### config.mk
export PLATFORM = sky130hd
export DESIGN_NAME = gpio_port_registers_with_lock_flat
export DESIGN_NICKNAME = d
export VERILOG_FILES = /design/src/rtl/gpl_pkg.sv /design/src/rtl/gpl_if.sv /design/src/rtl/gpl_lock.sv /design/src/rtl/gpio_port_registers_with_lock.sv /design/src/flat_wrapper.sv
export SDC_FILE = /design/constraint.sdc
export NUM_CORES = 1
export LEC_CHECK = 0
export ABC_CLOCK_PERIOD_IN_PS = 6100
export BUFFER_PORTS_ARGS = -buffer_cell sky130_fd_sc_hd__buf_4
export CORE_MARGIN = 4
export CORE_UTILIZATION = 30
export DETAILED_ROUTE_END_ITERATION = 6
export GPL_TIMING_DRIVEN = 0
export PLACE_DENSITY = 0.6
export SLEW_MARGIN = 10
export SYNTH_ARGS = -nofsm -noshare
export SYNTH_HDL_FRONTEND = slang
export SYNTH_SLANG_ARGS = --single-unit
### constraint.sdc
create_clock -name clk -period 6.1 [get_ports clk]
set_clock_uncertainty 0.05 [all_clocks]
set_input_delay 1.22 -clock clk [delete_from_list [all_inputs] [get_ports clk]]
set_output_delay 1.22 -clock clk [all_outputs]
set_load 0.05 [all_outputs]
### src/rtl/gpl_pkg.sv
`timescale 1ns / 1ps
package gpl_pkg;

  localparam int PIN_COUNT = 16;
  localparam int DATA_W    = 32;
  localparam int IDX_W     = 3;
  localparam int NIB_W     = 4;
  localparam int HALF_PINS = PIN_COUNT / 2;
  localparam int KEY_POS   = 16;

  localparam logic [DATA_W-1:0] CFG_RESET = 32'h4444_4444;

  localparam logic [IDX_W-1:0] REG_CFG_LO = 3'd0;
  localparam logic [IDX_W-1:0] REG_CFG_HI = 3'd1;
  localparam logic [IDX_W-1:0] REG_INPUT  = 3'd2;
  localparam logic [IDX_W-1:0] REG_OUTPUT = 3'd3;
  localparam logic [IDX_W-1:0] REG_SET    = 3'd4;
  localparam logic [IDX_W-1:0] REG_RESET  = 3'd5;
  localparam logic [IDX_W-1:0] REG_LOCK   = 3'd6;
  localparam logic [IDX_W-1:0] REG_NONE   = 3'd7;

  localparam logic OP_READ  = 1'b0;
  localparam logic OP_WRITE = 1'b1;

  typedef struct packed {
    logic              fire;
    logic              wr;
    logic              sel;
    logic [DATA_W-1:0] data;
  } gpl_lock_req_t;

  typedef struct packed {
    logic [PIN_COUNT-1:0] mask;
    logic                 key;
    logic                 key_next;
  } gpl_lock_st_t;

endpackage

### src/rtl/gpl_if.sv
`timescale 1ns / 1ps
interface gpl_req_if;
  logic                           valid;
  logic                           ready;
  logic                           opcode;
  logic [gpl_pkg::IDX_W-1:0]      reg_index;
  logic [gpl_pkg::DATA_W-1:0]     write_data;
  logic [gpl_pkg::PIN_COUNT-1:0]  pin_levels;

  modport source (output valid, opcode, reg_index, write_data, pin_levels, input ready);
  modport sink   (input valid, opcode, reg_index, write_data, pin_levels, output ready);
endinterface

interface gpl_rsp_if;
  logic                           valid;
  logic                           ready;
  logic [gpl_pkg::DATA_W-1:0]     read_data;
  logic [gpl_pkg::PIN_COUNT-1:0]  pin_drive;
  logic                           lock_active;

  modport source (output valid, read_data, pin_drive, lock_active, input ready);
  modport sink   (input valid, read_data, pin_drive, lock_active, output ready);
endinterface

### src/rtl/gpl_lock.sv
`timescale 1ns / 1ps
module gpl_lock (
  input  logic                   clk,
  input  logic                   rst,
  input  gpl_pkg::gpl_lock_req_t req,
  output gpl_pkg::gpl_lock_st_t  st
);
  import gpl_pkg::*;

  localparam logic [1:0] PH_IDLE = 2'd0;
  localparam logic [1:0] PH_ONE  = 2'd1;
  localparam logic [1:0] PH_ZERO = 2'd2;
  localparam logic [1:0] PH_DONE = 2'd3;

  logic [PIN_COUNT-1:0] lock_mask, lock_mask_next;
  logic                 lock_key, lock_key_next;
  logic [1:0]           lock_phase, lock_phase_next;
  logic                 one, same;

  assign one  = req.data[KEY_POS];
  assign same = (req.data[PIN_COUNT-1:0] == lock_mask);

  always_comb begin
    lock_mask_next  = lock_mask;
    lock_key_next   = lock_key;
    lock_phase_next = lock_phase;
    if (req.fire && req.sel) begin
      if (req.wr == OP_WRITE) begin
        if (lock_key) begin
          lock_phase_next = PH_IDLE;
        end else begin
          priority if (lock_phase == PH_ONE && !one && same) begin
            lock_phase_next = PH_ZERO;
          end else if (lock_phase == PH_ZERO && one && same) begin
            lock_phase_next = PH_DONE;
          end else begin
            lock_phase_next = one ? PH_ONE : PH_IDLE;
          end
          lock_mask_next = req.data[PIN_COUNT-1:0];
        end
      end else begin
        if (!lock_key && lock_phase == PH_DONE) begin
          lock_key_next = 1'b1;
        end
        lock_phase_next = PH_IDLE;
      end
    end
  end

  always_ff @(posedge clk) begin
    if (rst) begin
      lock_mask  <= '0;
      lock_key   <= 1'b0;
      lock_phase <= PH_IDLE;
    end else begin
      lock_mask  <= lock_mask_next;
      lock_key   <= lock_key_next;
      lock_phase <= lock_phase_next;
    end
  end

  assign st.mask     = lock_mask;
  assign st.key      = lock_key;
  assign st.key_next = lock_key_next;

endmodule

### src/rtl/gpio_port_registers_with_lock.sv
`timescale 1ns / 1ps
// The response word is registered: it appears in the cycle after its access word is accepted.
// Throughput: one access word per cycle while rsp.ready takes each word; the response
// register frees itself in the cycle its word is taken, so a new access is accepted alongside.
// Reset (rst, synchronous): config words to 0x44444444, output latch, lock
// bits, lock key and sequence phase to zero, response register empty.
module gpio_port_registers_with_lock (
  input logic      clk,
  input logic      rst,
  gpl_req_if.sink  req,
  gpl_rsp_if.source rsp
);
  import gpl_pkg::*;

  logic                 accept;
  logic                 is_wr;
  logic [DATA_W-1:0]    cfg_lo, cfg_lo_next;
  logic [DATA_W-1:0]    cfg_hi, cfg_hi_next;
  logic [PIN_COUNT-1:0] out_latch, out_latch_next;
  logic [DATA_W-1:0]    rd_next;
  logic [DATA_W-1:0]    keep_lo, keep_hi;
  logic                 rsp_valid;
  logic [DATA_W-1:0]    rsp_data;
  logic [PIN_COUNT-1:0] rsp_drive;
  logic                 rsp_lock;
  gpl_lock_req_t        lk_req;
  gpl_lock_st_t         lk_st;

  assign req.ready = !rsp_valid || rsp.ready;
  assign accept    = req.valid && req.ready;
  assign is_wr     = (req.opcode == OP_WRITE);

  assign lk_req.fire = accept;
  assign lk_req.wr   = req.opcode;
  assign lk_req.sel  = (req.reg_index == REG_LOCK);
  assign lk_req.data = req.write_data;

  gpl_lock u_lock (
    .clk (clk),
    .rst (rst),
    .req (lk_req),
    .st  (lk_st)
  );

  always_comb begin
    for (int i = 0; i < HALF_PINS; i++) begin
      keep_lo[i*NIB_W +: NIB_W] = {NIB_W{lk_st.key && lk_st.mask[i]}};
      keep_hi[i*NIB_W +: NIB_W] = {NIB_W{lk_st.key && lk_st.mask[i+HALF_PINS]}};
    end
  end

  always_comb begin
    cfg_lo_next    = cfg_lo;
    cfg_hi_next    = cfg_hi;
    out_latch_next = out_latch;
    rd_next        = '0;
    if (is_wr) begin
      unique case (req.reg_index)
        REG_CFG_LO: cfg_lo_next = (cfg_lo & keep_lo) | (req.write_data & ~keep_lo);
        REG_CFG_HI: cfg_hi_next = (cfg_hi & keep_hi) | (req.write_data & ~keep_hi);
        REG_OUTPUT: out_latch_next = req.write_data[PIN_COUNT-1:0];
        REG_SET:    out_latch_next = out_latch | req.write_data[PIN_COUNT-1:0];
        REG_RESET:  out_latch_next = out_latch & ~req.write_data[PIN_COUNT-1:0];
        default:    out_latch_next = out_latch;
      endcase
    end else begin
      unique case (req.reg_index)
        REG_CFG_LO: rd_next = cfg_lo;
        REG_CFG_HI: rd_next = cfg_hi;
        REG_INPUT:  rd_next = {{(DATA_W-PIN_COUNT){1'b0}}, req.pin_levels};
        REG_OUTPUT: rd_next = {{(DATA_W-PIN_COUNT){1'b0}}, out_latch};
        REG_LOCK:   rd_next = {{(DATA_W-PIN_COUNT-1){1'b0}}, lk_st.key, lk_st.mask};
        default:    rd_next = '0;
      endcase
    end
  end

  always_ff @(posedge clk) begin
    if (rst) begin
      cfg_lo    <= CFG_RESET;
      cfg_hi    <= CFG_RESET;
      out_latch <= '0;
      rsp_valid <= 1'b0;
    end else begin
      if (accept) begin
        cfg_lo    <= cfg_lo_next;
        cfg_hi    <= cfg_hi_next;
        out_latch <= out_latch_next;
        rsp_valid <= 1'b1;
      end else if (rsp.ready) begin
        rsp_valid <= 1'b0;
      end
    end
  end

  always_ff @(posedge clk) begin
    if (accept) begin
      rsp_data  <= rd_next;
      rsp_drive <= out_latch_next;
      rsp_lock  <= lk_st.key_next;
    end
  end

  assign rsp.valid       = rsp_valid;
  assign rsp.read_data   = rsp_data;
  assign rsp.pin_drive   = rsp_drive;
  assign rsp.lock_active = rsp_lock;

  a_key_sticky: assert property (@(posedge clk) disable iff (rst)
    lk_st.key |=> lk_st.key)
    else $error("lock key cleared while active");

  a_mask_frozen: assert property (@(posedge clk) disable iff (rst)
    lk_st.key |=> $stable(lk_st.mask))
    else $error("lock bits changed while key active");

  a_key_by_read: assert property (@(posedge clk) disable iff (rst)
    (!lk_st.key && !(accept && lk_req.sel && !is_wr)) |=> !lk_st.key)
    else $error("lock key set without a lock register read");

  a_rsp_follows: assert property (@(posedge clk) disable iff (rst)
    accept |=> (rsp.valid && rsp.pin_drive == out_latch && rsp.lock_active == lk_st.key))
    else $error("response word missing or out of step with state");

endmodule

### src/flat_wrapper.sv
// flat-port wrapper written by rule: the top's interface ports become plain ports
module gpio_port_registers_with_lock_flat import gpl_pkg::*;
  (clk, rst, req_valid, req_opcode, req_reg_index, req_write_data, req_pin_levels, req_ready, rsp_valid, rsp_read_data, rsp_pin_drive, rsp_lock_active, rsp_ready);
  gpl_req_if req_i ();
  gpl_rsp_if rsp_i ();
  input logic clk;
  input logic rst;
  input wire logic [$bits(req_i.valid)-1:0] req_valid;
  input wire logic [$bits(req_i.opcode)-1:0] req_opcode;
  input wire logic [$bits(req_i.reg_index)-1:0] req_reg_index;
  input wire logic [$bits(req_i.write_data)-1:0] req_write_data;
  input wire logic [$bits(req_i.pin_levels)-1:0] req_pin_levels;
  output wire logic [$bits(req_i.ready)-1:0] req_ready;
  output wire logic [$bits(rsp_i.valid)-1:0] rsp_valid;
  output wire logic [$bits(rsp_i.read_data)-1:0] rsp_read_data;
  output wire logic [$bits(rsp_i.pin_drive)-1:0] rsp_pin_drive;
  output wire logic [$bits(rsp_i.lock_active)-1:0] rsp_lock_active;
  input wire logic [$bits(rsp_i.ready)-1:0] rsp_ready;
  assign req_i.valid = req_valid;
  assign req_i.opcode = req_opcode;
  assign req_i.reg_index = req_reg_index;
  assign req_i.write_data = req_write_data;
  assign req_i.pin_levels = req_pin_levels;
  assign req_ready = req_i.ready;
  assign rsp_valid = rsp_i.valid;
  assign rsp_read_data = rsp_i.read_data;
  assign rsp_pin_drive = rsp_i.pin_drive;
  assign rsp_lock_active = rsp_i.lock_active;
  assign rsp_i.ready = rsp_ready;
  gpio_port_registers_with_lock u_core (.clk(clk), .rst(rst), .req(req_i), .rsp(rsp_i));
endmodule
==> impl_results.md, run 1 <==
* HP Class: reg2reg
* Post-synthesis adder-cell area fraction at 0
* Slowest stage delay, CP at between 0.2 and 0.3 ns
* Lkg Pwr at ~3.6 nW
* GPL Wtd Cong at between 0.9 and 1
* Post-synth net total at about 760
* DR iter-0 viols at between 500 and 600
* Avg Cell Area, Syn at around 9.9 µm²
* Share of cells above drive strength 1 at 0.197
* DR DRC count at 0
* Crit-path slowest cell: buf_4
* Syn. warnings at 0
* Compound-Gate Fraction of Synth Area at 0.155
* Area grow syn2layout at 22.7%
* Synth Register Bits at 149
* Final Max Slew Viols at 0
* Die ar. at roughly 26000 µm²
* GRT Residual Overflow at 0
* CTS clock-pin slew for the worst setup and hold paths at about 0.06 ns
* Hold-fix buffers, CTS at 0
* RSZ-0062 raised after global routing: false
* Fill count at between 2k and 2.5k
* Top cell by count, worst path: buf_4
* Cts bufs inserted at 17
* I/O pins at about 110
* Crit share post-route at 0.529
* Post-Synth Simple-Gate Area at 0.129
* Port bufs at around 90
* Synth cell types at 44
* Largest family of logic cells by synthesized area: compound AO/OA/AOI/OAI gates
* Initial Util at 0.307
* Synthesized cell area at approximately 7000 µm²
* Critical Setup Path Class: in2out
* Setup-failing EPs final at 0
* Die width at roughly 160 µm
* CTS tree: yes
* Max_cap viols at 0
* Critical Path RT at 4.83 ns
* WP buf/inv at 3
* Hpwl dp at about 15000 µm
* Synth Flop Type: dfxtp_1
* Critical Path Start Type: primary input
* CP Cell Sequence: buf_4 -> nand2b_4 -> buf_2 -> buf_4
* Worst-skew pair later-pin latency at 0.42 ns
* CTS root buf: clkbuf_16
* Worst Path Max Fanout at 10
* Max_slew headroom at 0.518
* Critical path endpoint category: output pin
* # Post-CTS Setup Buffers at 0
* Site row count at 55
* CTS Sinks at 149
* Power Density at 276 nW/µm²
* Maximum VDD drop at 0.134 mV
* Nets at between 800 and 900
* Diode count at 0
* Commonest non-fill, non-tap cells in the layout: 100 x dfxtp_1, 97 x buf_4, 95 x mux2i_1
* Critical Path AT at 1.96 ns
* Dpl ws at around 2.9 ns
* DR vias at roughly 5.6k
* Antenna viol nets, final at 0
* First-pass GRT wire length at between 30000 and 40000 µm
* Commonest non-fill, non-tap cell in the layout: dfxtp_1
* Least-Margin Pin Slew at around 0.72 ns
* Setup_tns at 0 ns
* TritonRoute pass-1 iters at 5
* Pin count of the biggest net entering global routing at 37
* Max H-tree Level at 4
* Minimum clock period after layout at between 3 and 4 ns
* Register area share after synthesis at 0.499
* Post-CTS Resized at 0
* CTS Buffer Depth at 2
* Mux contribution to synthesized area at 0.140
* Die height at approximately 160 µm
* Initial antenna violation count at 0
* Synth Instances at approximately 700
* Drt total wl at a little over 20000 µm
* Max Freq at between 300 and 400 MHz
* Worst Slack Setup Final at 2.87 ns
* Crit path max-delay family: buffers and inverters
* Post-synth EDFFs at about 50
* Asr flop ratio synth at 0
* Fin. Hold Viols at 0
* DR WL/cell at approximately 18 µm
* Status: finished clean
* Total track usage at 0.159
* XOR/XNOR Fraction of Synth Area at 0.0201
* Core area at roughly 23000 µm²
* Via/cell ratio at around 5.1
* Vias in the first global route at around 5.5k
cells by family after synthesis:
family	count (synthesis)
mux	96
simple gates	192
compound gates	166
buf+inv	84
xor+xnor	16
flops	149
through the flow:
step / std cells / hold WS (ns) / power (mW) / utilization / instance area [µm²]
floorplan: 703 / 0.394 / 1.31 / - / 6960
global placement: 1076 / 0.404 / 1.42 / 0.351 / 7980
detailed placement: 1077 / 0.408 / 1.42 / 0.352 / 8000
CTS: 1109 / 0.424 / 2.38 / 0.376 / 8540
global route: 1109 / 0.446 / 2.45 / 0.376 / 8540
finish: 1109 / 0.421 / 2.36 / 0.376 / 8540
layout make-up:
class	instances	area, µm²	share of cell area
Multi-Input combinational cell	470	3090	0.362
Buffer	64	324	0.0379
Inverter	20	75.1	0.00879
Sequential cell	149	3470	0.407
Clock buffer	21	462	0.0541
Tap cell	285	357	0.0418
Timing Repair Buffer	89	681	0.0797
Clock inverter	11	75.1	0.00879
final timing paths:
| path | from | end | slack (ns) | cells past startpoint |
|---|---|---|---|---|
| worst min register to register | register | register | 0.42 | 2 |
| worst min-delay path | register | register | 0.42 | 2 |
| worst max register to register | u_core.rsp.valid | register | 4.15 | 5 |
| worst max-delay path | rsp_ready | req_ready | 2.87 | 4 |
cells in the mapped netlist (2+ instances only):
library cell  number  area share
a21o_1            17       0.018
a21oi_1           66       0.047
a221oi_1          10       0.013
a221oi_2           6       0.013
a22o_1            16       0.020
a22oi_1           17       0.018
and2_1             3      0.0027
buf_2             13      0.0093
buf_4              9      0.0097
buf_6              4      0.0065
clkbuf_1          38       0.020
dfxtp_1          100        0.29
edfxtp_1          49        0.21
inv_1             20       0.011
mux2i_1           95        0.14
nand2_1           67       0.036
nand2b_1           2      0.0018
nand4_1           15       0.013
nand4_2            4      0.0072
nor2_1            83       0.045
nor4_1             2      0.0018
o21ai_0           31       0.022
xnor2_1           15       0.019
per-layer routing:
layer  wire, µm  vias to the layer above  GRT usage
met1       9160                     2649      0.215
met5          0                        -          0
li1           -                     2730          -
met4        492                        0     0.0606
met3       1250                       32     0.0362
met2       9330                      199      0.250
report_power, final:
group	leakage, nW	total (mW)	internal, mW	switching, mW
logic	2.07	0.314	0.107	0.207
registers	1.30	1.08	1.06	0.0208
clock network	0.259	0.964	0.544	0.420
total	3.63	2.36	1.71	0.648
worst reg2reg max path, cell delays in order, from the launching register on:
cell and delay, ns:
dfxtp_1 0.35, nand2b_4 0.11, clkbuf_1 0.48, nand4_1 0.48
mux2i_1 0.28, nand2_1 0.07
(Power assumes the default switching activity.)
==> inputs of run 2 (changes only) <==
--- a/config.mk
+++ b/config.mk
@@ -5,13 +5,13 @@
 export SDC_FILE = /design/constraint.sdc
 export NUM_CORES = 1
 export LEC_CHECK = 0
-export ABC_CLOCK_PERIOD_IN_PS = 6100
+export ABC_CLOCK_PERIOD_IN_PS = 2800
 export BUFFER_PORTS_ARGS = -buffer_cell sky130_fd_sc_hd__buf_4
 export CORE_MARGIN = 4
 export CORE_UTILIZATION = 30
 export DETAILED_ROUTE_END_ITERATION = 6
 export GPL_TIMING_DRIVEN = 0
-export PLACE_DENSITY = 0.6
+export PLACE_DENSITY = 0.61
 export SLEW_MARGIN = 10
 export SYNTH_ARGS = -nofsm -noshare
 export SYNTH_HDL_FRONTEND = slang
==> constraint.sdc (replaced) <==
create_clock -name clk -period 2.8 [get_ports clk]
set_clock_uncertainty 0.05 [all_clocks]
set_input_delay 0.56 -clock clk [delete_from_list [all_inputs] [get_ports clk]]
set_output_delay 0.56 -clock clk [all_outputs]
set_load 0.05 [all_outputs]
==> run 2 against run 1 <==
Net effect:
- die area stayed put
- first-iteration DRC count shrank 19%
- utilization is 0.18 points higher
- setup slack worse by 2.1 ns
- hold slack worse by 0.12 ns
- wire length is 1.2% higher
- sequential power is 120% higher
- design area grew 0.48%
- non-clock buffer count did not move
- total power rose by 120%
- highest routed layer unchanged
==> impl_results.md, run 2 (synthesis gave the netlist of run 1 again) <==
* DR vias at around 5.7k
* Critical Setup Path Class: in2reg
* TritonRoute pass-1 iters at 5
* Critical path endpoint category: register
* Port bufs at between 80 and 90
* Antenna viol nets, final at 0
* Sw frac at 0.267
* Worst reg2reg path startpoint: u_core.rsp.valid
* Hold Crit Start: req_write_data[18]
* Die width at around 160 µm
* Clock network power share at 0.424
* P_int at ~3.9 mW
* Pin count of the biggest net entering global routing at 31
* Reg2reg path depth at 5
* DR DRC count at 0
* Final Max Slew Viols at 0
* Setup-failing EPs final at 0
* GRT Residual Overflow at 0
* CTS tree: yes
* RSZ-0062 raised after global routing: false
* GPL Wtd Cong at between 0.8 and 0.9
* CTS Sinks at ~150
* Hpwl dp at roughly 15000 µm
* Max_slew headroom at 0.512
* Critical Path AT at approximately 2.2 ns
* Core area at about 23000 µm²
* Die height at ~160 µm
* Seq pwr share at 0.446
* Critical Path RT at 2.90 ns
* Worst reg-to-reg setup slack at about 0.84 ns
* Critical Path Start Type: primary input
* Max H-tree Level at 4
* CTS clock-pin slew for the worst setup and hold paths at about 0.07 ns
* Post-CTS Resized at 0
* Hold depth at 3
* # Post-CTS Setup Buffers at 0
* Cts bufs inserted at 17
* R2R Path End: u_core.u_lock.lock_phase[1]
* I/O pins at 107
* CTS Buffer Depth at 2
* Initial antenna violation count at 0
* Vias in the first global route at between 5k and 6k
* CTS root buf: clkbuf_16
* Crit share post-route at 0.739
* Net Sw Power at roughly 1.4 mW
* Area grow syn2layout at 23.3%
* HP Class: in2reg
* Hold WS at approximately 0.31 ns
* Dpl ws at approximately 0.31 ns
* Least-Margin Pin Slew at between 0.7 and 0.8 ns
* Power Density at roughly 600 nW/µm²
* Maximum VDD drop at between 0.2 and 0.3 mV
* Via/cell ratio at 5.11
* Die ar. at 25700 µm²
* Drt total wl at 20500 µm
* DR WL/cell at ~18 µm
* Max Freq at between 400 and 500 MHz
* Logic gate share of total power at 0.130
* Hold-fix buffers, CTS at 0
* Worst Path Max Fanout at 10
* Site row count at between 50 and 60
* Setup_tns at 0 ns
* Fill count at 2290
* Initial Util at 0.307
* Fin. Hold Viols at 0
* Total track usage at 0.156
* Lkg Pwr at approximately 3.6 nW
* Commonest non-fill, non-tap cells in the layout: 100 x dfxtp_1, 97 x buf_4, 95 x mux2i_1
* DR iter-0 viols at about 420
* Worst Slack Setup Final at approximately 0.73 ns
* Diode count at 0
* Status: finished clean
* Tot Pwr at 5.29 mW
* Nets at slightly below 900
* Share of cells above drive strength 1 at 0.198
* First-pass GRT wire length at 31200 µm
* Worst-skew pair later-pin latency at approximately 0.42 ns
* Max_cap viols at 0
* Minimum clock period after layout at 2.07 ns
* Commonest non-fill, non-tap cell in the layout: dfxtp_1
==> run 2: cell count changes in the layout (fill, tap and decap cells not counted), sizes merged <==
cell / delta
clkbuf: -1
inv: -2
clkinvlp: +1
bufinv: +2
==> run 2: area by class of cell <==
type	count	area, µm²	share of cell area
Buffer	64	324	0.0378
Clock buffer	20	447	0.0520
Clock inverter	12	131	0.0153
Inverter	20	75.1	0.00875
Multi-Input combinational cell	470	3090	0.361
Sequential cell	149	3470	0.405
Tap cell	285	357	0.0416
Timing Repair Buffer	89	681	0.0793
==> run 2: worst max path at each step <==
stage,startpoint,end,slack [ns],cells past startpoint
final,req_reg_index[2],u_core.rsp.read_data[7],0.73,6
after floorplan,u_core.rsp.valid,u_core.out_latch[10],0.61,5
after CTS,req_reg_index[2],u_core.rsp.read_data[7],0.76,6
after global placement,rsp_ready,u_core.out_latch[7],0.03,6
after detailed placement,req_reg_index[2],u_core.rsp.read_data[7],0.31,6
after global routing,req_reg_index[2],u_core.rsp.read_data[7],0.64,7
==> run 2: metal layers <==
metal | track usage | share of wire | up-vias
li1 | - | - | 2721
met1 | 0.204 | 0.45 | 2733
met2 | 0.248 | 0.47 | 177
met3 | 0.0462 | 0.063 | 35
met4 | 0.0504 | 0.022 | 0
met5 | 0 | 0 | -
==> run 2: power groups by stage <==
stage	Clock, mW	Combinational [mW]	Sequential [mW]
2_1_floorplan	0	0.298	2.55
6_report	2.25	0.687	2.36
3_5_place_dp	0	0.687	2.40
3_3_place_gp	0	0.676	2.41
4_1_cts	2.29	0.689	2.36
5_1_grt	2.39	0.734	2.37
==> run 2: critical path, stage by stage <==
cell and delay [ns]:
buf_4 0.09, buf_2 0.20, clkbuf_1 0.49, a21o_1 0.36
buf_2 0.32, a21oi_1 0.13
==> run 2: through the flow <==
step	cell area [µm²]	cells	util
6_report	8580	1109	0.378
5_1_grt	8580	1109	0.378
4_1_cts	8580	1109	0.378
3_5_place_dp	8000	1077	0.352
3_3_place_gp	7980	1076	0.351
2_1_floorplan	6960	703	-
